File: src/design/bdd_pkg.sv
`default_nettype none

package bdd_pkg;

	// store geometry
	localparam int DEPTH  = 16;
	localparam int IDX_W  = $clog2(DEPTH);
	localparam int FILL_W = $clog2(DEPTH + 1);
	localparam int SUM_W  = IDX_W + 1;

	// beat field widths
	localparam int ACT_W   = 3;
	localparam int VAL_W   = 32;
	localparam int COUNT_W = 5;

	// action codes
	typedef enum logic [ACT_W-1:0] {
		ACT_PUSH_FRONT = 3'd0,
		ACT_PUSH_BACK  = 3'd1,
		ACT_POP_BACK   = 3'd2,
		ACT_POP_FRONT  = 3'd3,
		ACT_DUMP       = 3'd4
	} act_t;

	// result status codes
	typedef enum logic [1:0] {
		ST_OK    = 2'd0,
		ST_EMPTY = 2'd1,
		ST_FULL  = 2'd2
	} status_t;

	// controller states
	typedef enum logic [1:0] {
		S_IDLE,
		S_READ,
		S_EMIT
	} state_t;

	// controller to datapath
	typedef struct packed {
		logic exec;
		logic dump_start;
		logic rd_en;
		logic emit;
		logic busy;
	} ctl_cmd_t;

	// datapath to controller
	typedef struct packed {
		logic req_dump;
		logic empty;
		logic walk_last;
		logic out_free;
	} dp_stat_t;

endpackage

`default_nettype wire

File: src/design/bdd_in_if.sv
`default_nettype none

interface bdd_in_if import bdd_pkg::*; ();
	logic             valid;
	logic             ready;
	logic [ACT_W-1:0] action;
	logic [VAL_W-1:0] value;

	modport source (output valid, output action, output value, input ready);
	modport sink (input valid, input action, input value, output ready);
endinterface

`default_nettype wire

File: src/design/bdd_out_if.sv
`default_nettype none

interface bdd_out_if import bdd_pkg::*; ();
	logic               valid;
	logic               ready;
	status_t            status;
	logic [VAL_W-1:0]   element;
	logic               last;
	logic [COUNT_W-1:0] count;

	modport source (output valid, output status, output element, output last,
		output count, input ready);
	modport sink (input valid, input status, input element, input last,
		input count, output ready);
endinterface

`default_nettype wire

File: src/design/bdd_ctrl.sv
`default_nettype none

module bdd_ctrl import bdd_pkg::*; (
	input  wire logic     clk,
	input  wire logic     arst_n,
	input  wire logic     in_valid,
	output logic          in_ready,
	input  wire dp_stat_t stat,
	output ctl_cmd_t      cmd
);

	state_t state_q;
	state_t state_d;

	// state register
	always_ff @(posedge clk or negedge arst_n) begin
		if (!arst_n) begin
			state_q <= S_IDLE;
		end else begin
			state_q <= state_d;
		end
	end

	// next state and commands
	always_comb begin
		state_d  = state_q;
		cmd      = '0;
		in_ready = 1'b0;
		unique case (state_q)
			S_IDLE: begin
				in_ready = stat.out_free;
				if (in_valid && stat.out_free) begin
					if (stat.req_dump && !stat.empty) begin
						cmd.dump_start = 1'b1;
						state_d        = S_READ;
					end else begin
						cmd.exec = 1'b1;
					end
				end
			end
			S_READ: begin
				cmd.rd_en = 1'b1;
				state_d   = S_EMIT;
			end
			S_EMIT: begin
				if (stat.out_free) begin
					cmd.emit = 1'b1;
					state_d  = stat.walk_last ? S_IDLE : S_READ;
				end
			end
			default: begin
				state_d = S_IDLE;
			end
		endcase
		cmd.busy = (state_q != S_IDLE);
	end

endmodule

`default_nettype wire

File: src/design/bdd_dpath.sv
`default_nettype none

module bdd_dpath import bdd_pkg::*; (
	input  wire logic               clk,
	input  wire logic               arst_n,
	input  wire logic [ACT_W-1:0]   in_action,
	input  wire logic [VAL_W-1:0]   in_value,
	input  wire ctl_cmd_t           cmd,
	output dp_stat_t                stat,
	output logic                    out_valid,
	input  wire logic               out_ready,
	output status_t                 out_status,
	output logic [VAL_W-1:0]        out_element,
	output logic                    out_last,
	output logic [COUNT_W-1:0]      out_count
);

	// ring slot of base plus offset
	function automatic logic [IDX_W-1:0] wrap_add(input logic [IDX_W-1:0] base,
		input logic [IDX_W-1:0] offs);
		logic [SUM_W-1:0] sum;
		sum = {1'b0, base} + {1'b0, offs};
		if (sum >= SUM_W'(DEPTH)) begin
			sum = sum - SUM_W'(DEPTH);
		end
		return sum[IDX_W-1:0];
	endfunction

	logic [VAL_W-1:0]  mem_q [DEPTH];
	logic [VAL_W-1:0]  rd_data_q;
	logic [IDX_W-1:0]  front_q;
	logic [FILL_W-1:0] fill_q;
	logic [IDX_W-1:0]  walk_q;

	logic              vld_q;
	status_t           status_q;
	logic [VAL_W-1:0]  element_q;
	logic              last_q;
	logic [COUNT_W-1:0] count_q;

	logic              full;
	logic              empty;
	logic [IDX_W-1:0]  front_dec;
	logic [IDX_W-1:0]  front_inc;
	logic [IDX_W-1:0]  back_slot;
	logic [IDX_W-1:0]  rd_addr;
	logic              walk_last;
	logic              out_free;

	logic              wr_en;
	logic [IDX_W-1:0]  wr_addr;
	logic [IDX_W-1:0]  front_d;
	logic [FILL_W-1:0] fill_d;
	status_t           status_d;

	// occupancy and ring slots
	assign full      = (fill_q == FILL_W'(DEPTH));
	assign empty     = (fill_q == '0);
	assign front_dec = (front_q == '0) ? IDX_W'(DEPTH - 1) : front_q - IDX_W'(1);
	assign front_inc = wrap_add(front_q, IDX_W'(1));
	assign back_slot = wrap_add(front_q, fill_q[IDX_W-1:0]);
	assign rd_addr   = wrap_add(front_q, walk_q);
	assign walk_last = ((FILL_W'(walk_q) + FILL_W'(1)) == fill_q);
	assign out_free  = !vld_q || out_ready;

	assign stat = '{
		req_dump:  (in_action == ACT_DUMP),
		empty:     empty,
		walk_last: walk_last,
		out_free:  out_free
	};

	// single-beat action decode
	always_comb begin
		wr_en    = 1'b0;
		wr_addr  = back_slot;
		front_d  = front_q;
		fill_d   = fill_q;
		status_d = ST_OK;
		unique case (act_t'(in_action))
			ACT_PUSH_FRONT: begin
				if (full) begin
					status_d = ST_FULL;
				end else begin
					wr_en   = 1'b1;
					wr_addr = front_dec;
					front_d = front_dec;
					fill_d  = fill_q + FILL_W'(1);
				end
			end
			ACT_PUSH_BACK: begin
				if (full) begin
					status_d = ST_FULL;
				end else begin
					wr_en  = 1'b1;
					fill_d = fill_q + FILL_W'(1);
				end
			end
			ACT_POP_BACK: begin
				if (empty) begin
					status_d = ST_EMPTY;
				end else begin
					fill_d = fill_q - FILL_W'(1);
				end
			end
			ACT_POP_FRONT: begin
				if (empty) begin
					status_d = ST_EMPTY;
				end else begin
					front_d = front_inc;
					fill_d  = fill_q - FILL_W'(1);
				end
			end
			ACT_DUMP: begin
				status_d = ST_EMPTY;
			end
			default: begin
				status_d = ST_OK;
			end
		endcase
	end

	// element store
	always_ff @(posedge clk) begin
		if (cmd.exec && wr_en) begin
			mem_q[wr_addr] <= in_value;
		end
		if (cmd.rd_en) begin
			rd_data_q <= mem_q[rd_addr];
		end
	end

	// ring pointers and dump walk
	always_ff @(posedge clk or negedge arst_n) begin
		if (!arst_n) begin
			front_q <= '0;
			fill_q  <= '0;
			walk_q  <= '0;
		end else begin
			if (cmd.exec) begin
				front_q <= front_d;
				fill_q  <= fill_d;
			end
			if (cmd.dump_start) begin
				walk_q <= '0;
			end else if (cmd.emit) begin
				walk_q <= walk_q + IDX_W'(1);
			end
		end
	end

	// result beat valid
	always_ff @(posedge clk or negedge arst_n) begin
		if (!arst_n) begin
			vld_q <= 1'b0;
		end else if (cmd.exec || cmd.emit) begin
			vld_q <= 1'b1;
		end else if (out_ready) begin
			vld_q <= 1'b0;
		end
	end

	// result beat payload
	always_ff @(posedge clk) begin
		if (cmd.exec) begin
			status_q  <= status_d;
			element_q <= '0;
			last_q    <= 1'b1;
			count_q   <= COUNT_W'(fill_d);
		end else if (cmd.emit) begin
			status_q  <= ST_OK;
			element_q <= rd_data_q;
			last_q    <= walk_last;
			count_q   <= COUNT_W'(fill_q);
		end
	end

	assign out_valid   = vld_q;
	assign out_status  = status_q;
	assign out_element = element_q;
	assign out_last    = last_q;
	assign out_count   = count_q;

endmodule

`default_nettype wire

File: src/design/bounded_deque_with_dump_top.sv
`default_nettype none

// Double-ended queue of up to 16 signed 32-bit values held in a ring buffer.
// Each input beat carries an action (push front, push back, pop back, pop
// front, dump) and a value; every result beat reports the status and the
// element count after the action. Pushes, pops, unused action codes and a
// dump of an empty queue each give one result beat, so such beats are
// accepted every cycle while the output is drained. A dump of n elements
// gives n result beats, front to back, the final one marked last, and holds
// off new input while it walks the store: each element takes a registered
// read of the store and then a load of the output register, which waits
// for the output to be free. The next input beat is taken once the last
// dump beat is in the output register. Store contents need no clearing
// after reset, so the block is ready as soon as reset is released.
module bounded_deque_with_dump_top import bdd_pkg::*; (
	input wire logic clk,
	input wire logic arst_n,
	bdd_in_if.sink   din,
	bdd_out_if.source dout
);

	ctl_cmd_t ctl_cmd;
	dp_stat_t dp_stat;

	bdd_ctrl u_ctrl (
		.clk      (clk),
		.arst_n   (arst_n),
		.in_valid (din.valid),
		.in_ready (din.ready),
		.stat     (dp_stat),
		.cmd      (ctl_cmd)
	);

	bdd_dpath u_dpath (
		.clk         (clk),
		.arst_n      (arst_n),
		.in_action   (din.action),
		.in_value    (din.value),
		.cmd         (ctl_cmd),
		.stat        (dp_stat),
		.out_valid   (dout.valid),
		.out_ready   (dout.ready),
		.out_status  (dout.status),
		.out_element (dout.element),
		.out_last    (dout.last),
		.out_count   (dout.count)
	);

	// an accepted beat yields a result beat next cycle or starts a dump walk
	a_accept_result: assert property (@(posedge clk) disable iff (!arst_n)
		(din.valid && din.ready) |=> (dout.valid || ctl_cmd.busy))
		else $error("accepted beat produced neither result nor dump walk");

	// no input is taken while a dump walk is in progress
	a_busy_no_accept: assert property (@(posedge clk) disable iff (!arst_n)
		ctl_cmd.busy |-> !din.ready)
		else $error("input accepted during dump walk");

	// count never exceeds the store depth
	a_count_bound: assert property (@(posedge clk) disable iff (!arst_n)
		dout.valid |-> (dout.count <= COUNT_W'(DEPTH)))
		else $error("result count beyond depth");

	// an empty status always reports an empty queue on a final beat
	a_empty_beat: assert property (@(posedge clk) disable iff (!arst_n)
		(dout.valid && dout.status == ST_EMPTY) |-> (dout.count == '0 && dout.last))
		else $error("empty status with nonzero count or not last");

endmodule

`default_nettype wire
File: src/flat_wrapper.sv
// flat-port wrapper written by rule: the top's interface ports become plain ports
module bounded_deque_with_dump_top_flat import bdd_pkg::*;
  (clk, arst_n, din_valid, din_action, din_value, din_ready, dout_valid, dout_status, dout_element, dout_last, dout_count, dout_ready);
  bdd_in_if din_i ();
  bdd_out_if dout_i ();
  input wire logic clk;
  input wire logic arst_n;
  input wire logic [$bits(din_i.valid)-1:0] din_valid;
  input wire logic [$bits(din_i.action)-1:0] din_action;
  input wire logic [$bits(din_i.value)-1:0] din_value;
  output wire logic [$bits(din_i.ready)-1:0] din_ready;
  output wire logic [$bits(dout_i.valid)-1:0] dout_valid;
  output wire logic [$bits(dout_i.status)-1:0] dout_status;
  output wire logic [$bits(dout_i.element)-1:0] dout_element;
  output wire logic [$bits(dout_i.last)-1:0] dout_last;
  output wire logic [$bits(dout_i.count)-1:0] dout_count;
  input wire logic [$bits(dout_i.ready)-1:0] dout_ready;
  assign din_i.valid = din_valid;
  assign din_i.action = din_action;
  assign din_i.value = din_value;
  assign din_ready = din_i.ready;
  assign dout_valid = dout_i.valid;
  assign dout_status = dout_i.status;
  assign dout_element = dout_i.element;
  assign dout_last = dout_i.last;
  assign dout_count = dout_i.count;
  assign dout_i.ready = dout_ready;
  bounded_deque_with_dump_top u_core (.clk(clk), .arst_n(arst_n), .din(din_i), .dout(dout_i));
endmodule
File: config.mk
export PLATFORM = sky130hd
export DESIGN_NAME = bounded_deque_with_dump_top_flat
export DESIGN_NICKNAME = d
export VERILOG_FILES = /design/src/design/bdd_pkg.sv /design/src/design/bdd_in_if.sv /design/src/design/bdd_out_if.sv /design/src/design/bdd_ctrl.sv /design/src/design/bdd_dpath.sv /design/src/design/bounded_deque_with_dump_top.sv /design/src/flat_wrapper.sv
export SDC_FILE = /design/constraint.sdc
export NUM_CORES = 1
export LEC_CHECK = 0
export ABC_AREA = 1
export BUFFER_PORTS_ARGS = -buffer_cell sky130_fd_sc_hd__buf_2
export CORE_MARGIN = 5
export CORE_UTILIZATION = 40
export DETAILED_ROUTE_END_ITERATION = 7
export GPL_TIMING_DRIVEN = 0
export REMOVE_ABC_BUFFERS = 1
export SYNTH_ARGS = -nofsm -noshare
export SYNTH_HDL_FRONTEND = slang
export SYNTH_SLANG_ARGS = --single-unit
File: constraint.sdc
create_clock -name clk -period 6 [get_ports clk]
set_input_delay 1.2 -clock clk [delete_from_list [all_inputs] [get_ports clk]]
set_output_delay 1.2 -clock clk [all_outputs]
set_load 0.1 [all_outputs]
==> results of run 1 <==
[worst min path at each step]
stage / startpoint / cells after the start / end / slack (ns)
after floorplan: u_core.u_dpath.rd_data_q[0] / 2 / u_core.u_dpath.out_element[0] / 0.41
after global placement: u_core.u_dpath.rd_data_q[19] / 2 / u_core.u_dpath.out_element[19] / 0.42
after detailed placement: u_core.u_dpath.rd_data_q[24] / 2 / u_core.u_dpath.out_element[24] / 0.42
after CTS: u_core.u_dpath.rd_data_q[24] / 2 / u_core.u_dpath.out_element[24] / 0.44
after global routing: u_core.u_dpath.rd_data_q[10] / 2 / u_core.u_dpath.out_element[10] / 0.45
final: u_core.u_dpath.rd_data_q[21] / 2 / u_core.u_dpath.out_element[21] / 0.44
[Yosys cell counts, drive strengths merged (8+ instances only)]
library cell  number  share of area (%)
o211ai           129                3.9
o21ai            141                2.8
edfxtp           551                 67
nand3            220                4.5
a21oi            165                3.3
buf               73                1.7
nand2            253                3.9
ha                11               0.56
dfrtp             16                1.6
xor2               8               0.31
inv              361                5.5
dfxtp             33                2.7
clkbuf            40               0.61
nor2              66                1.0
[critical path, delay by kind of cell (launching register included)]
family	cells	cell delay (ns)
flip-flops	1	0.54
buffers and inverters	1	0.28
AND/OR/NAND/NOR	6	1.74
adder cells (fa/ha/maj)	2	0.71
[final cells by class]
type | count | area (sq um)
timing repair buffer | 116 | 1290
clock buffer | 89 | 1680
clock inverter | 27 | 254
multi-input combinational | 1016 | 5450
fill | 5446 | 32900
inverter | 362 | 1360
sequential | 600 | 17600
tap | 837 | 1050
antenna | 2 | 5.00
[stage by stage]
step	worst slack [ns]	hold WS, ns	area [sq um]
2_1_floorplan	-2.89	0.414	24200
3_3_place_gp	-6.60	0.416	25700
3_5_place_dp	2.01	0.422	26800
4_1_cts	2.44	0.439	28700
5_1_grt	2.23	0.451	28700
6_report	2.40	0.436	28700
[sequential cells by signal, summed over array words and instances (netlist names)]
| name | flops |
|---|---|
| u_core.u_dpath.mem_q | 512 |
| u_core.u_dpath.out_element | 32 |
| u_core.u_dpath.rd_data_q | 32 |
| u_core.u_dpath.fill_q | 5 |
| u_core.u_dpath.out_count | 5 |
| u_core.u_dpath.front_q | 4 |
| u_core.u_dpath.walk_q | 4 |
| u_core.u_ctrl.state_q | 2 |
| u_core.u_dpath.out_status | 2 |
| u_core.u_dpath.out_last | 1 |
| u_core.u_dpath.out_valid | 1 |
[cell families (layout without fill, tap and decap cells)]
| logic type | count (synthesis) | after routing | synth area share, % |
|---|---|---|---|
| AOI/OAI and AO/OA | 438 | 438 | 10.2 |
| xor gates and xnor gates | 13 | 13 | 0.550 |
| adders and majority gates | 13 | 13 | 0.717 |
| buffers and inverters | 475 | 594 | 7.75 |
| DFF | 600 | 600 | 71.0 |
| other | 0 | 2 | 0 |
| and+or+nand+nor | 552 | 552 | 9.80 |
[metal layers]
layer / up-vias / GRT usage (%) / share of wire (%) / wire length [um]
met4: 8 / 4.16 / 2.1 / 1210
met3: 107 / 3.07 / 6.7 / 3800
met1: 7260 / 24.3 / 45 / 25900
li1: 7403 / - / - / -
met5: - / 0 / 0.12 / 68
met2: 470 / 26.1 / 46 / 26100
==> impl_metrics.json, run 1 <==
{
  "status": "finished clean",
  "maxSlewHeadroom_pct": 35.3,
  "first_iter_violations": 1334,
  "path_clk_slew_ns": 0.06,
  "critPathCaptureType": "register",
  "synth_edf_count": 551,
  "r2r_cells": 9,
  "postLayoutCoreUtil_pct": 46.6,
  "via_count": 15248,
  "critPathLaunchType": "register",
  "cp.required_ns": 6.30,
  "drc": 0,
  "area_growth_syn_to_layout_pct": 15.8,
  "ant_nets": 0,
  "ys_warn_count": 0,
  "setup_viol": 0,
  "hold_violations": 0,
  "synth_area_sq_um": 24800,
  "start_util_pct": 40.2,
  "period_share_pct": 60.0,
  "reg2reg_to": "u_core.u_dpath.mem_q[2][3]",
  "period_needed_ns": 3.60,
  "reg2reg_slack_ns": 2.40,
  "grt_pass1_vias": 14374,
  "crit_path_end": "u_core.u_dpath.mem_q[2][3]",
  "cp.arrival_ns": 3.90,
  "reg2reg_from": "u_core.u_dpath.fill_q[0]",
  "clk_latency_ns": 0.64,
  "layout_common_cells": "edfxtp_1 (551), inv_1 (354), nand2_1 (248), nand3_1 (217), a21oi_1 (165)",
  "maxCapViolCount": 0,
  "fin_tns_setup_ns": 0,
  "wl_um": 57000,
  "cp_slowest_stage_delay_ns": 0.78,
  "root_buffer": "clkbuf_16",
  "die_height_um": 259,
  "cts_setup_buffers": 0,
  "synth.distinct_cells": 37,
  "drive_gt1_share_pct": 10.9,
  "core_sq_um": 61600,
  "grt_antenna_before_repair": 5,
  "synth-seq-cells": 600,
  "cts_resized": 0,
  "crit_start": "u_core.u_dpath.fill_q[0]",
  "ys_seq_area_share_pct": 71.0,
  "path_class": "reg2reg",
  "gp_congestion": 0.800,
  "cts_tree": "done",
  "dpl.hpwl_um": 32200,
  "dieArea_sq_um": 67100,
  "slew_viol_final": 0,
  "nets": 2209,
  "cts_buffer_depth": 3,
  "hold_class": "reg2reg",
  "grt_use_total_pct": 16.6,
  "worst-path-max-fanout": 17,
  "layout_commonest_cell": "edfxtp_1",
  "ios": 81,
  "htree_levels": 2,
  "postCtsHoldBufs": 0,
  "core.rowCount": 91,
  "final_cell_count_no_fill": 3049,
  "worst_path_max_delay_cell": "nor2_4",
  "worst_pin_slew_ns": 0.968,
  "synthFlopType": "edfxtp_1",
  "dp.cells": 2931,
  "portBuffers": 80,
  "cts_buffers": 61,
  "die_w_um": 259,
  "grt_remaining_overflow": 0,
  "finalClockSkew_ns": 0.0381,
  "rsz0062_at_grt": "no",
  "viasPerCell": 5.00,
  "netlist_instances": 2091,
  "drtPass1Iterations": 5,
  "syn_area_per_cell_sq_um": 11.9,
  "grt_pass1_wl_um": 86100,
  "async_flop_share_pct": 2.67,
  "cp_common_cell": "nand2_1",
  "cts.sinks": 600,
  "grt_max_degree": 109,
  "fmax_ghz": 0.278,
  "crit_chain": "ha_1, fa_1, nand2_1, nand2_1, or2_2, nand2_1, nand3_1, nor2_4, buf_12",
  "avgRoutedWirePerCell_um": 18.7
}
Power of run 1 is not shown: default switching activity piles up to over one toggle a cycle in this logic, so the estimate is an artifact.
==> run 2, diff against run 1 <==
clock period = 3.45 ns   (was 6 ns; I/O delays follow)
==> impl_metrics.json, run 2 (synthesis gave the netlist of run 1 again) <==
{
  "root_buffer": "clkbuf_16",
  "slew_viol_final": 0,
  "min_to": "u_core.u_dpath.mem_q[7][20]",
  "grt_use_total_pct": 16.7,
  "dpl.hpwl_um": 32200,
  "avgRoutedWirePerCell_um": 19.0,
  "cp.required_ns": 3.76,
  "grt_pass1_vias": 14471,
  "grt_remaining_overflow": 0,
  "final_cell_count_no_fill": 3078,
  "start_util_pct": 40.2,
  "design_area_sq_um": 29000,
  "maxCapViolCount": 0,
  "finalClockSkew_ns": 0.0404,
  "portBuffers": 80,
  "fillCellCount": 5401,
  "reg2reg_from": "u_core.u_dpath.fill_q[0]",
  "reg2reg_to": "u_core.u_dpath.mem_q[0][28]",
  "cp_common_cell": "nand3_2",
  "path_class": "reg2reg",
  "r2r_cells": 8,
  "ant_nets": 0,
  "period_needed_ns": 3.36,
  "critPathLaunchType": "register",
  "first_iter_violations": 1237,
  "layout_common_cells": "edfxtp_1 (551), inv_1 (354), nand2_1 (248), nand3_1 (217), a21oi_1 (165)",
  "hold_violations": 0,
  "worst_path_max_delay_cell": "dfrtp_1",
  "crit_start": "u_core.u_dpath.fill_q[0]",
  "cts_resized": 0,
  "finalPower_mw": 30.5,
  "power.leakage_nw": 11.1,
  "die_height_um": 259,
  "cp.arrival_ns": 3.67,
  "drive_gt1_share_pct": 12.0,
  "cts_buffer_depth": 3,
  "multi_input_area_sq_um": 5450,
  "dieArea_sq_um": 67100,
  "critPathCaptureType": "register",
  "area_growth_syn_to_layout_pct": 17.1,
  "dp.cells": 2931,
  "fin_tns_setup_ns": 0,
  "setup_viol": 0,
  "cts.sinks": 600,
  "via_count": 15505,
  "gp_congestion": 0.800,
  "clk_latency_ns": 0.64,
  "htree_levels": 2,
  "wl_um": 58600,
  "min-delay-start": "din_value[20]",
  "placed_area_sq_um": 26800,
  "period_share_pct": 97.3,
  "grt_pass1_wl_um": 86500,
  "crit_chain": "inv_1, ha_1, nand3_2, nand3_2, o21ai_1, nand2_1, nor2_4, buf_16",
  "layout_setup_ws_ns": 0.0925,
  "grt_max_degree": 109,
  "grt_antenna_before_repair": 6,
  "regMostFlops": "u_core.u_dpath.mem_q",
  "p_per_area_nw_per_um2": 1050,
  "min_path_cells": 1,
  "path_clk_slew_ns": 0.06,
  "ir_drop_mv": 0.921,
  "drc": 0,
  "core_sq_um": 61600,
  "layout_commonest_cell": "edfxtp_1",
  "viasPerCell": 5.04,
  "cp_slowest_stage_delay_ns": 0.61,
  "reg2reg_slack_ns": 0.09,
  "largest_reg_flops": 512,
  "fmax_ghz": 0.298,
  "maxSlewHeadroom_pct": 45.8,
  "worst_pin_slew_ns": 0.811,
  "nets": 2239,
  "cts_tree": "done",
  "regArea_sq_um": 17600,
  "drtPass1Iterations": 5,
  "place_ws_ns": -0.105,
  "worst-path-max-fanout": 13,
  "die_w_um": 259,
  "hold_class": "in2reg",
  "core.rowCount": 91,
  "cts_buffers": 61,
  "ios": 81,
  "status": "finished clean"
}
-- run 2: area by class of cell --
type	count	area share, %
inverters	362	4.69
flip-flops and latches	600	60.6
multi-input cells	1016	18.8
repair buffers	146	5.61
clock buffers	89	5.80
clock inverters	27	0.875
diodes	1	0.00862
well taps	837	3.61
-- run 2: worst max-delay path by stage --
stage                              endpoint  slack [ns]  cells past startpoint
4_1_cts        u_core.u_dpath.mem_q[15][28]        0.02                     10
3_3_place_gp   u_core.u_dpath.rd_data_q[17]       -9.15                      5
6_report        u_core.u_dpath.mem_q[0][28]        0.09                      8
2_1_floorplan   u_core.u_dpath.rd_data_q[0]       -5.44                      5
3_5_place_dp    u_core.u_dpath.mem_q[2][21]       -0.10                      9
5_1_grt         u_core.u_dpath.mem_q[0][28]       -0.03                      9
-- run 2: routing by layer --
layer / up-vias / track usage (%) / wire, um / share of wire, %
li1: 7452 / - / - / -
met3: 105 / 3.36 / 4270 / 7.3
met1: 7462 / 24.2 / 26100 / 45
met5: - / 0 / 79 / 0.13
met4: 10 / 4.54 / 1230 / 2.1
met2: 476 / 26.0 / 26900 / 46
-- run 2: repair_timing --
action / in CTS / in global routing
hold buffers: 1 / 0
hold endpoints to repair: 13 / 0
pin swaps: 5 / 11
endpoints found under the setup margin: 57 / 216
buffers inserted: 9 / 20
-- run 2: critical path: cells and delay by family, from the launching register on --
| family | cells | cell delay (ns) |
|---|---|---|
| compound gates | 1 | 0.41 |
| flops | 1 | 0.61 |
| fa+ha+maj | 1 | 0.32 |
| simple gates | 4 | 1.31 |
| buf+inv | 2 | 0.40 |
-- run 2: where the power goes --
part	switching [mW]	internal [mW]
Clock	2.71	3.61
Combinational	9.94	4.96
Sequential	0.348	8.87
-- run 2: metrics by stage --
| step | hold slack, ns | util (%) |
|---|---|---|
| floorplan | 0.394 | - |
| global placement | 0.416 | 41.7 |
| detailed placement | 0.422 | 43.4 |
| CTS | 0.384 | 46.8 |
| global route | 0.396 | 47.1 |
| finish | 0.419 | 47.1 |
No activity file was read; power rests on OpenSTA's default activity.
